<file path="config.mk">
export PLATFORM = sky130hd
export DESIGN_NAME = ps2_mouse_text_cursor_core
export DESIGN_NICKNAME = d
export VERILOG_FILES = /design/src/rtl/pmtc_pkg.sv /design/src/rtl/pmtc_front.sv /design/src/rtl/pmtc_queue.sv /design/src/rtl/pmtc_back.sv /design/src/rtl/ps2_mouse_text_cursor_core.sv
export VERILOG_INCLUDE_DIRS = /design/src /design/src/rtl
export SDC_FILE = /design/constraint.sdc
export NUM_CORES = 1
export LEC_CHECK = 0
export BUFFER_PORTS_ARGS = -buffer_cell sky130_fd_sc_hd__buf_2
export CAP_MARGIN = 20
export CORE_MARGIN = 4
export CORE_UTILIZATION = 64
export DETAILED_ROUTE_END_ITERATION = 10
export HOLD_SLACK_MARGIN = 0.15
export PLACE_DENSITY = 0.84
export SLEW_MARGIN = 25
export SYNTH_ARGS = -nofsm -noshare
export SYNTH_HDL_FRONTEND = slang
export SYNTH_SLANG_ARGS = --single-unit
export TNS_END_PERCENT = 20
</file>
<file path="constraint.sdc">
create_clock -name clk_i -period 5.67 [get_ports clk_i]
set_input_delay 0.2835 -clock clk_i [delete_from_list [all_inputs] [get_ports clk_i]]
set_output_delay 0.2835 -clock clk_i [all_outputs]
set_load 0.01 [all_outputs]
</file>
<file path="src/rtl/assert_macros.svh">
// Assertion macros shared by the cursor block RTL.
// Each expects clk_i in the module; PMTC_ASSERT also rst_ni.
`ifndef ASSERT_MACROS_SVH
`define ASSERT_MACROS_SVH

// Check on every clock edge outside reset.
`define PMTC_ASSERT(lbl, prop, msg) \
  lbl: assert property (@(posedge clk_i) disable iff (!rst_ni) prop) else $error(msg);

// Check on every clock edge, reset included.
`define PMTC_ASSERT_ALWAYS(lbl, prop, msg) \
  lbl: assert property (@(posedge clk_i) prop) else $error(msg);

`endif

</file>
<file path="src/rtl/pmtc_pkg.sv">
// Types and constants for the mouse packet to text cursor block.
// Used by the front, queue, back and top level modules.
`default_nettype none

package pmtc_pkg;

  localparam int unsigned DATA_W = 8;
  localparam int unsigned COL_W  = 7;
  localparam int unsigned ROW_W  = 5;
  localparam int unsigned IDX_W  = 11;
  localparam int unsigned BTN_W  = 3;
  localparam int unsigned STEP_W = 3;

  localparam int unsigned DEF_SCREEN_COLS = 80;
  localparam int unsigned DEF_SCREEN_ROWS = 25;
  localparam int unsigned DEF_START_COL   = 40;
  localparam int unsigned DEF_START_ROW   = 12;

  localparam int unsigned QUEUE_DEPTH = 2;
  localparam int unsigned QUEUE_AW    = $clog2(QUEUE_DEPTH);
  localparam int unsigned QUEUE_CW    = QUEUE_AW + 1;

  typedef enum logic [2:0] {
    POS_BUTTONS = 3'b001,
    POS_DX      = 3'b010,
    POS_DY      = 3'b100
  } pos_e;

  typedef struct packed {
    logic [COL_W-1:0]  old_col;
    logic [ROW_W-1:0]  old_row;
    logic [COL_W-1:0]  new_col;
    logic [ROW_W-1:0]  new_row;
    logic [BTN_W-1:0]  buttons;
    logic [STEP_W-1:0] last_step;
  } job_t;

endpackage

`default_nettype wire

</file>
<file path="src/rtl/pmtc_front.sv">
// Front end: takes controller bytes, assembles mouse packets, moves the cursor.
// Pushes one cell-run job per complete packet into the queue; uses pmtc_pkg.
`default_nettype none
`include "assert_macros.svh"

module pmtc_front import pmtc_pkg::*; #(
  parameter int unsigned SCREEN_COLS = DEF_SCREEN_COLS,
  parameter int unsigned SCREEN_ROWS = DEF_SCREEN_ROWS,
  parameter int unsigned START_COL   = DEF_START_COL,
  parameter int unsigned START_ROW   = DEF_START_ROW
) (
  input  logic              clk_i,
  input  logic              rst_ni,
  input  logic              in_valid_i,
  output logic              in_stall_o,
  input  logic [DATA_W-1:0] data_byte_i,
  input  logic              aux_ready_i,
  input  logic              full_i,
  output logic              push_o,
  output job_t              job_o
);

  localparam logic signed [9:0] ColMax = 10'(SCREEN_COLS - 1);
  localparam logic signed [9:0] RowMax = 10'(SCREEN_ROWS - 1);

  pos_e              pos_q, pos_d;
  logic [DATA_W-1:0] byte0_q, byte0_d;
  logic [DATA_W-1:0] byte1_q, byte1_d;
  logic [COL_W-1:0]  cursor_col_q, cursor_col_d;
  logic [ROW_W-1:0]  cursor_row_q, cursor_row_d;
  logic [BTN_W-1:0]  prior_btn_q, prior_btn_d;

  logic              take;
  logic              third;
  logic signed [9:0] col_sum, row_sum;
  logic [COL_W-1:0]  new_col;
  logic [ROW_W-1:0]  new_row;
  logic [BTN_W-1:0]  btn, changed;

  assign in_stall_o = full_i;
  assign take       = in_valid_i && !full_i && aux_ready_i;
  assign third      = (pos_q != POS_BUTTONS) && (pos_q != POS_DX);

  assign col_sum = signed'({3'b000, cursor_col_q}) + signed'({{2{byte1_q[7]}}, byte1_q});
  assign row_sum = signed'({5'b00000, cursor_row_q})
                 - signed'({{2{data_byte_i[7]}}, data_byte_i});

  always_comb begin
    priority if (col_sum > ColMax) begin
      new_col = ColMax[COL_W-1:0];
    end else if (col_sum < 0) begin
      new_col = '0;
    end else begin
      new_col = col_sum[COL_W-1:0];
    end
    priority if (row_sum > RowMax) begin
      new_row = RowMax[ROW_W-1:0];
    end else if (row_sum < 0) begin
      new_row = '0;
    end else begin
      new_row = row_sum[ROW_W-1:0];
    end
  end

  assign btn     = byte0_q[BTN_W-1:0];
  assign changed = btn ^ prior_btn_q;

  assign push_o            = take && third;
  assign job_o.old_col     = cursor_col_q;
  assign job_o.old_row     = cursor_row_q;
  assign job_o.new_col     = new_col;
  assign job_o.new_row     = new_row;
  assign job_o.buttons     = btn;
  assign job_o.last_step   = STEP_W'(1) + {2'b00, changed[0]} + {2'b00, changed[1]}
                           + {2'b00, changed[2]};

  always_comb begin
    pos_d        = pos_q;
    byte0_d      = byte0_q;
    byte1_d      = byte1_q;
    cursor_col_d = cursor_col_q;
    cursor_row_d = cursor_row_q;
    prior_btn_d  = prior_btn_q;
    if (take) begin
      unique case (pos_q)
        POS_BUTTONS: begin
          byte0_d = data_byte_i;
          pos_d   = POS_DX;
        end
        POS_DX: begin
          byte1_d = data_byte_i;
          pos_d   = POS_DY;
        end
        default: begin
          pos_d        = POS_BUTTONS;
          cursor_col_d = new_col;
          cursor_row_d = new_row;
          prior_btn_d  = btn;
        end
      endcase
    end
  end

  always_ff @(posedge clk_i or negedge rst_ni) begin
    if (!rst_ni) begin
      pos_q        <= POS_BUTTONS;
      byte0_q      <= '0;
      byte1_q      <= '0;
      cursor_col_q <= COL_W'(START_COL);
      cursor_row_q <= ROW_W'(START_ROW);
      prior_btn_q  <= '0;
    end else begin
      pos_q        <= pos_d;
      byte0_q      <= byte0_d;
      byte1_q      <= byte1_d;
      cursor_col_q <= cursor_col_d;
      cursor_row_q <= cursor_row_d;
      prior_btn_q  <= prior_btn_d;
    end
  end

  `PMTC_ASSERT(a_cursor_on_screen, push_o |=> ({1'b0, cursor_col_q} < 8'(SCREEN_COLS)) && ({1'b0, cursor_row_q} < 6'(SCREEN_ROWS)), "cursor left the screen after a packet")

endmodule

`default_nettype wire

</file>
<file path="src/rtl/pmtc_queue.sv">
// Short job queue between the packet front end and the cell emitter.
// Holds QUEUE_DEPTH jobs of type job_t from pmtc_pkg.
`default_nettype none
`include "assert_macros.svh"

module pmtc_queue import pmtc_pkg::*; (
  input  logic clk_i,
  input  logic rst_ni,
  input  logic push_i,
  input  job_t job_i,
  output logic full_o,
  input  logic pop_i,
  output logic empty_o,
  output job_t head_o
);

  job_t                entry_q [QUEUE_DEPTH];
  logic [QUEUE_AW-1:0] wr_ptr_q, rd_ptr_q;
  logic [QUEUE_CW-1:0] count_q;

  assign full_o  = count_q == QUEUE_CW'(QUEUE_DEPTH);
  assign empty_o = count_q == '0;
  assign head_o  = entry_q[rd_ptr_q];

  always_ff @(posedge clk_i) begin
    if (push_i) begin
      entry_q[wr_ptr_q] <= job_i;
    end
  end

  always_ff @(posedge clk_i or negedge rst_ni) begin
    if (!rst_ni) begin
      wr_ptr_q <= '0;
      rd_ptr_q <= '0;
      count_q  <= '0;
    end else begin
      if (push_i) begin
        wr_ptr_q <= wr_ptr_q + QUEUE_AW'(1);
      end
      if (pop_i) begin
        rd_ptr_q <= rd_ptr_q + QUEUE_AW'(1);
      end
      unique case ({push_i, pop_i})
        2'b10:   count_q <= count_q + QUEUE_CW'(1);
        2'b01:   count_q <= count_q - QUEUE_CW'(1);
        default: count_q <= count_q;
      endcase
    end
  end

  `PMTC_ASSERT(a_no_push_full, push_i |-> !full_o, "job pushed into a full queue")
  `PMTC_ASSERT(a_no_pop_empty, pop_i |-> !empty_o, "job popped from an empty queue")
  `PMTC_ASSERT(a_count_bound, count_q <= QUEUE_CW'(QUEUE_DEPTH), "queue count overrun")

endmodule

`default_nettype wire

</file>
<file path="src/rtl/pmtc_back.sv">
// Back end: walks each queued job and emits its text cells one per cycle,
// when not stalled. Owns the output register; uses job_t from pmtc_pkg.
`default_nettype none
`include "assert_macros.svh"

module pmtc_back import pmtc_pkg::*; #(
  parameter int unsigned SCREEN_COLS = DEF_SCREEN_COLS
) (
  input  logic             clk_i,
  input  logic             rst_ni,
  input  logic             empty_i,
  input  job_t             head_i,
  output logic             pop_o,
  output logic             out_valid_o,
  input  logic             out_stall_i,
  output logic [COL_W-1:0] cell_col_o,
  output logic [ROW_W-1:0] cell_row_o,
  output logic [IDX_W-1:0] cell_index_o,
  output logic [BTN_W-1:0] button_bits_o,
  output logic             last_of_run_o
);

  logic [STEP_W-1:0] step_q, step_d;
  logic              out_valid_q, out_valid_d;
  logic [COL_W-1:0]  col_q;
  logic [ROW_W-1:0]  row_q;
  logic [IDX_W-1:0]  idx_q;
  logic [BTN_W-1:0]  btn_q;
  logic              last_q;

  logic              advance, load, last;
  logic [COL_W-1:0]  col;
  logic [ROW_W-1:0]  row;
  logic [11:0]       idx_full;

  assign advance = !out_valid_q || !out_stall_i;
  assign load    = advance && !empty_i;
  assign last    = step_q == head_i.last_step;
  assign pop_o   = load && last;

  assign col      = (step_q == '0) ? head_i.old_col : head_i.new_col;
  assign row      = (step_q == '0) ? head_i.old_row : head_i.new_row;
  assign idx_full = 12'(SCREEN_COLS) * {7'b0000000, row} + {5'b00000, col};

  always_comb begin
    step_d      = step_q;
    out_valid_d = out_valid_q;
    if (advance) begin
      out_valid_d = !empty_i;
    end
    if (load) begin
      step_d = last ? '0 : step_q + STEP_W'(1);
    end
  end

  always_ff @(posedge clk_i or negedge rst_ni) begin
    if (!rst_ni) begin
      step_q      <= '0;
      out_valid_q <= 1'b0;
    end else begin
      step_q      <= step_d;
      out_valid_q <= out_valid_d;
    end
  end

  always_ff @(posedge clk_i) begin
    if (load) begin
      col_q  <= col;
      row_q  <= row;
      idx_q  <= idx_full[IDX_W-1:0];
      btn_q  <= head_i.buttons;
      last_q <= last;
    end
  end

  assign out_valid_o   = out_valid_q;
  assign cell_col_o    = col_q;
  assign cell_row_o    = row_q;
  assign cell_index_o  = idx_q;
  assign button_bits_o = btn_q;
  assign last_of_run_o = last_q;

  `PMTC_ASSERT(a_step_bound, !empty_i |-> step_q <= head_i.last_step, "cell step ran past the job")

endmodule

`default_nettype wire

</file>
<file path="src/rtl/ps2_mouse_text_cursor_core.sv">
// Mouse packet to text cursor core. A byte is taken every cycle unless the job queue is full.
// A third packet byte writes a job into the queue, and the back end loads its cells into the
// output register; its 2 to 5 cells leave at one per cycle unless out_stall_i is high.
// Reset (async, active low) clears the packet position, queue and output valid, puts the
// cursor at the start cell and clears the button history; no clearing pass is needed.
`default_nettype none

module ps2_mouse_text_cursor_core import pmtc_pkg::*; #(
  parameter int unsigned SCREEN_COLS = DEF_SCREEN_COLS,
  parameter int unsigned SCREEN_ROWS = DEF_SCREEN_ROWS,
  parameter int unsigned START_COL   = DEF_START_COL,
  parameter int unsigned START_ROW   = DEF_START_ROW
) (
  input  logic              clk_i,
  input  logic              rst_ni,
  input  logic              in_valid_i,
  output logic              in_stall_o,
  input  logic [DATA_W-1:0] data_byte_i,
  input  logic              aux_ready_i,
  output logic              out_valid_o,
  input  logic              out_stall_i,
  output logic [COL_W-1:0]  cell_col_o,
  output logic [ROW_W-1:0]  cell_row_o,
  output logic [IDX_W-1:0]  cell_index_o,
  output logic [BTN_W-1:0]  button_bits_o,
  output logic              last_of_run_o
);

  logic full, push, empty, pop;
  job_t job, head;

  pmtc_front #(
    .SCREEN_COLS (SCREEN_COLS),
    .SCREEN_ROWS (SCREEN_ROWS),
    .START_COL   (START_COL),
    .START_ROW   (START_ROW)
  ) u_front (
    .clk_i       (clk_i),
    .rst_ni      (rst_ni),
    .in_valid_i  (in_valid_i),
    .in_stall_o  (in_stall_o),
    .data_byte_i (data_byte_i),
    .aux_ready_i (aux_ready_i),
    .full_i      (full),
    .push_o      (push),
    .job_o       (job)
  );

  pmtc_queue u_queue (
    .clk_i   (clk_i),
    .rst_ni  (rst_ni),
    .push_i  (push),
    .job_i   (job),
    .full_o  (full),
    .pop_i   (pop),
    .empty_o (empty),
    .head_o  (head)
  );

  pmtc_back #(
    .SCREEN_COLS (SCREEN_COLS)
  ) u_back (
    .clk_i         (clk_i),
    .rst_ni        (rst_ni),
    .empty_i       (empty),
    .head_i        (head),
    .pop_o         (pop),
    .out_valid_o   (out_valid_o),
    .out_stall_i   (out_stall_i),
    .cell_col_o    (cell_col_o),
    .cell_row_o    (cell_row_o),
    .cell_index_o  (cell_index_o),
    .button_bits_o (button_bits_o),
    .last_of_run_o (last_of_run_o)
  );

endmodule

`default_nettype wire

</file>
==> impl_metrics.py <==
metrics = {
    "status": {
        "outcome": "complete, no violations",
    },
    "timing": {
        "tightest_slew_ns": 0.9724,
        "layout_min_cycle_time_ns": 3.583,
        "finalSetupTns_ns": 0,
        "finalSetupViolCount": 0,
        "drv_slew": 0,
        "fmax_mhz": 279.1,
        "relSlewSlack_pct": 35.10,
        "hold_ws_ns": 0.2625,
        "hold_violations": 0,
        "rsz0062_at_grt": "no",
        "fin_crit_sh_pct": 63.19,
        "finClkSkew_ns": 0.008952,
    },
    "synth": {
        "ys_seq_area_share_pct": 61.97,
        "synth_fp_nets": 424,
        "postSynthAreaPerCell_um2": 14.51,
        "synth.cell_area_mm2": 0.005527,
        "synth_fa_ha_area_share_pct": 7.471,
        "yosys.area_share.simple_pct": 8.965,
        "synth_warnings": 0,
        "synth_top_family_by_area": "simple AND/OR/NAND/NOR gates",
        "synth_xor_area_share_pct": 4.120,
        "synth_edf_count": 83,
        "synth_seq_cells": 120,
        "synth_ff_type": "edfxtp_1",
        "synthCells": 381,
        "synth_compound_area_share_pct": 6.475,
        "async_flop_share_pct": 30.83,
        "synthMuxAreaShare_pct": 8.694,
        "synth.distinct_cells": 51,
    },
    "layout": {
        "multi_input_area_mm2": 0.001979,
        "seq_area_mm2": 0.003426,
        "diodes": 0,
        "syn2layout_area_growth_pct": 18.47,
        "fin_util_pct": 78.89,
        "fillers": 438,
        "fin_nets": 489,
        "drive_gt1_share_pct": 26.14,
        "fin_cells": 564,
        "stdcell_area_mm2": 0.006548,
    },
    "clock_network": {
        "post_cts_resized": 0,
        "cts_tree": "yes",
        "clk_pin_slew_ns": 0.06,
        "htree_levels": 4,
        "cts_sinks": 120,
        "cts_buffers": 17,
        "clock_path_buffers": 2,
        "cts.root.buffer_cell": "clkbuf_8",
        "clock_latency_ns": 0.52,
    },
    "min_path": {
        "hold_path_startpoint": "aux_ready_i",
        "whs_path_depth": 4,
        "hold_path_end": "u_front.pos_q[1]$_DFFE_PN0P_",
        "hold_path_class": "input pin to flop",
    },
    "place": {
        "gp_congestion": 0.8508,
        "placed_cells": 520,
        "dpl_cell_area_mm2": 0.005831,
        "dpl.hpwl_um": 6823,
        "portBuffers": 41,
    },
    "routing": {
        "drc": 0,
        "wirelength_um": 10830,
        "vias": 3364,
        "ant_nets": 0,
        "wl_per_cell_um": 19.20,
        "viasPerCell": 5.965,
        "drt_first_iter_violations": 226,
        "dr.pass1.iters": 4,
    },
    "global_route": {
        "busiest_layer": "met2",
        "grt_pass1_wl_um": 17890,
        "grt_pass1_vias": 3490,
        "met3_usage_pct": 7.405,
        "grt_max_degree": 38,
        "use_met1_pct": 31.12,
        "antenna_found_initial": 0,
        "grt_use_total_pct": 23.64,
        "grtUsageMet2_pct": 38.03,
        "overflow": 0,
    },
    "setup_path": {
        "required_ns": 5.94,
        "regToRegEndpoint": "u_back.cell_index_o[10]$_DFFE_PP_",
        "rrSetupSlack_ns": 2.09,
        "cp-start-kind": "flop",
        "critical_path_class": "flop to flop",
        "crit_path_end_kind": "flop",
        "rr_startpoint": "u_back.step_q[0]$_DFFE_PN0P_",
        "crit_arrival_ns": 3.85,
        "r2r_cells": 11,
        "path_max_fanout": 12,
    },
    "floorplanning": {
        "die_area_mm2": 0.01019,
        "die_h_um": 100.9,
        "start_util_pct": 66.59,
        "pin_count": 42,
        "num_rows": 33,
        "die_w_um": 100.9,
        "core-area_mm2": 0.008299,
    },
    "power": {
        "netSwitchingFraction_pct": 35.89,
        "sequentialPowerShare_pct": 36.8,
        "p_clk_share_pct": 23.3,
        "cellLeakagePower_nw": 2.660,
        "p_switching_mw": 1.643,
        "powerDensity_mw_per_mm2": 699.0,
        "combPwrFrac_pct": 39.8,
        "ir_drop_v": 0.0003413,
        "p_int_mw": 2.934,
    },
    "flow_run": {
        "drv_cap": 0,
    },
}
-- stage by stage --
step / worst slack, ns / power [mW]
after floorplan: 2.450 / 2.984
after global placement: 2.166 / 3.322
after detailed placement: 2.029 / 3.461
after CTS: 2.002 / 4.586
after global routing: 1.889 / 4.876
final: 2.087 / 4.577
-- what timing repair did --
item | 4_1_cts | 5_1_grt
hold buffers | 12 | 0
setup buffers | 0 | 0
endpoints found under the hold margin | 47 | 0
-- cell families after synthesis --
kind of cell	count (synthesis)
AO/OA/AOI/OAI	51
XOR/XNOR	26
adder cells (fa/ha/maj)	30
buffers and inverters	29
flip-flops	120
multiplexers	31
AND/OR/NAND/NOR	94
-- critical path, stage by stage, from the launching register on --
cell	delay, ns
dfrtp_1	0.39
inv_1	0.08
ha_1	0.20
nand2b_1	0.49
mux4_2	0.65
ha_1	0.34
inv_1	0.07
fa_1	0.44
xor2_1	0.20
nor3_1	0.18
xor2_1	0.21
xnor2_1	0.09
-- synth_stat cells (all sizes together) (2+ instances only) --
cell    instances  area share [%]
a21oi           8            0.72
nor3b           3            0.41
and3            2            0.23
o21a            4            0.54
nor4b           2            0.70
nor2b           7            0.79
o21ai          15             1.4
inv            20             1.4
nor2           27             1.9
fa              5             1.8
mux2           16             3.3
nand2          25             1.7
buf             8            0.88
xnor2          17             2.7
mux2i           3            0.54
dfrtp          32              14
a21o            8             1.1
a211oi          3            0.50
nand3b          4            0.77
mux4           12             4.9
and2            5            0.57
edfxtp         83              45
dfstp           5             2.4
xor2            9             1.4
ha             25             5.7
nand2b          4            0.45
nand3           3            0.27
a22o            2            0.32
nor3            9            0.81
-- layer usage --
layer  vias to the layer above  share of wire, %  routed length (um)
met2                       121                50                5415
met3                        23               6.1                 663
met5                         -                 0                   0
met4                         0               1.9                 201
met1                      1684                42                4548
li1                       1536                 -                   -
-- cell usage in the layout (no fill, tap or decap), types with 5 or more instances in the layout --
cell           Yosys  final
a21oi_1            8      8
nor2_1            26     24
dfrtp_1           32     31
edfxtp_1          83     83
o21ai_0           15     15
nor3_1             9      9
clkbuf_16          0     16
ha_1              25     25
a21o_1             8      8
mux2_2            16     16
dfstp_2            5      5
xor2_1             9      9
nand2_1           25     25
mux4_2            12     12
xnor2_1           17     17
nor2b_1            7      7
buf_2              3     41
fa_1               5      5
dlygate4sd3_1      0     12
inv_1             20     20
-- registers in the layout, summed over array words and instances, names as in the netlist, 2 cells and up --
name / cells
u_queue.entry_q: 60
u_back.cell_index_o: 11
u_front.byte1_q: 8
u_front.cursor_col_q: 7
u_back.cell_row_o: 5
u_front.cursor_row_q: 5
u_back.button_bits_o: 3
u_back.cell_col_o: 3
u_back.step_q: 3
u_front.byte0_q: 3
u_front.pos_q: 3
u_front.prior_btn_q: 3
u_queue.count_q: 2
-- worst max-delay path by stage --
stage	start	to	slack (ns)	cells after the start
3_5_place_dp	u_queue.rd_ptr_q$_DFFE_PN0P_	u_back.cell_index_o[10]$_DFFE_PP_	2.03	8
4_1_cts	u_queue.rd_ptr_q$_DFFE_PN0P_	u_back.cell_index_o[10]$_DFFE_PP_	2.00	8
3_3_place_gp	u_queue.rd_ptr_q$_DFFE_PN0P_	u_back.cell_index_o[10]$_DFFE_PP_	2.17	8
6_report	u_back.step_q[0]$_DFFE_PN0P_	u_back.cell_index_o[10]$_DFFE_PP_	2.09	11
2_1_floorplan	u_back.step_q[0]$_DFFE_PN0P_	u_back.cell_index_o[10]$_DFFE_PP_	2.45	12
5_1_grt	u_back.step_q[0]$_DFFE_PN0P_	u_back.cell_index_o[10]$_DFFE_PP_	1.89	11
-- layout make-up --
cell class	instances	area share, %
Sequential cell	120	52.32
Multi-Input combinational cell	232	30.23
Clock buffer	20	6.803
Timing Repair Buffer	55	5.198
Clock inverter	12	2.293
Tap cell	105	2.006
Inverter	20	1.147
-- power by group through the flow --
stage / sequential [mW] / clock (mW) / combinational, mW
after floorplan: 1.65 / 0 / 1.34
after detailed placement: 1.69 / 0 / 1.77
after global routing: 1.72 / 1.13 / 2.02
after global placement: 1.66 / 0 / 1.66
final: 1.69 / 1.07 / 1.82
after CTS: 1.69 / 1.08 / 1.82
No activity file was read; power rests on OpenSTA's default activity.
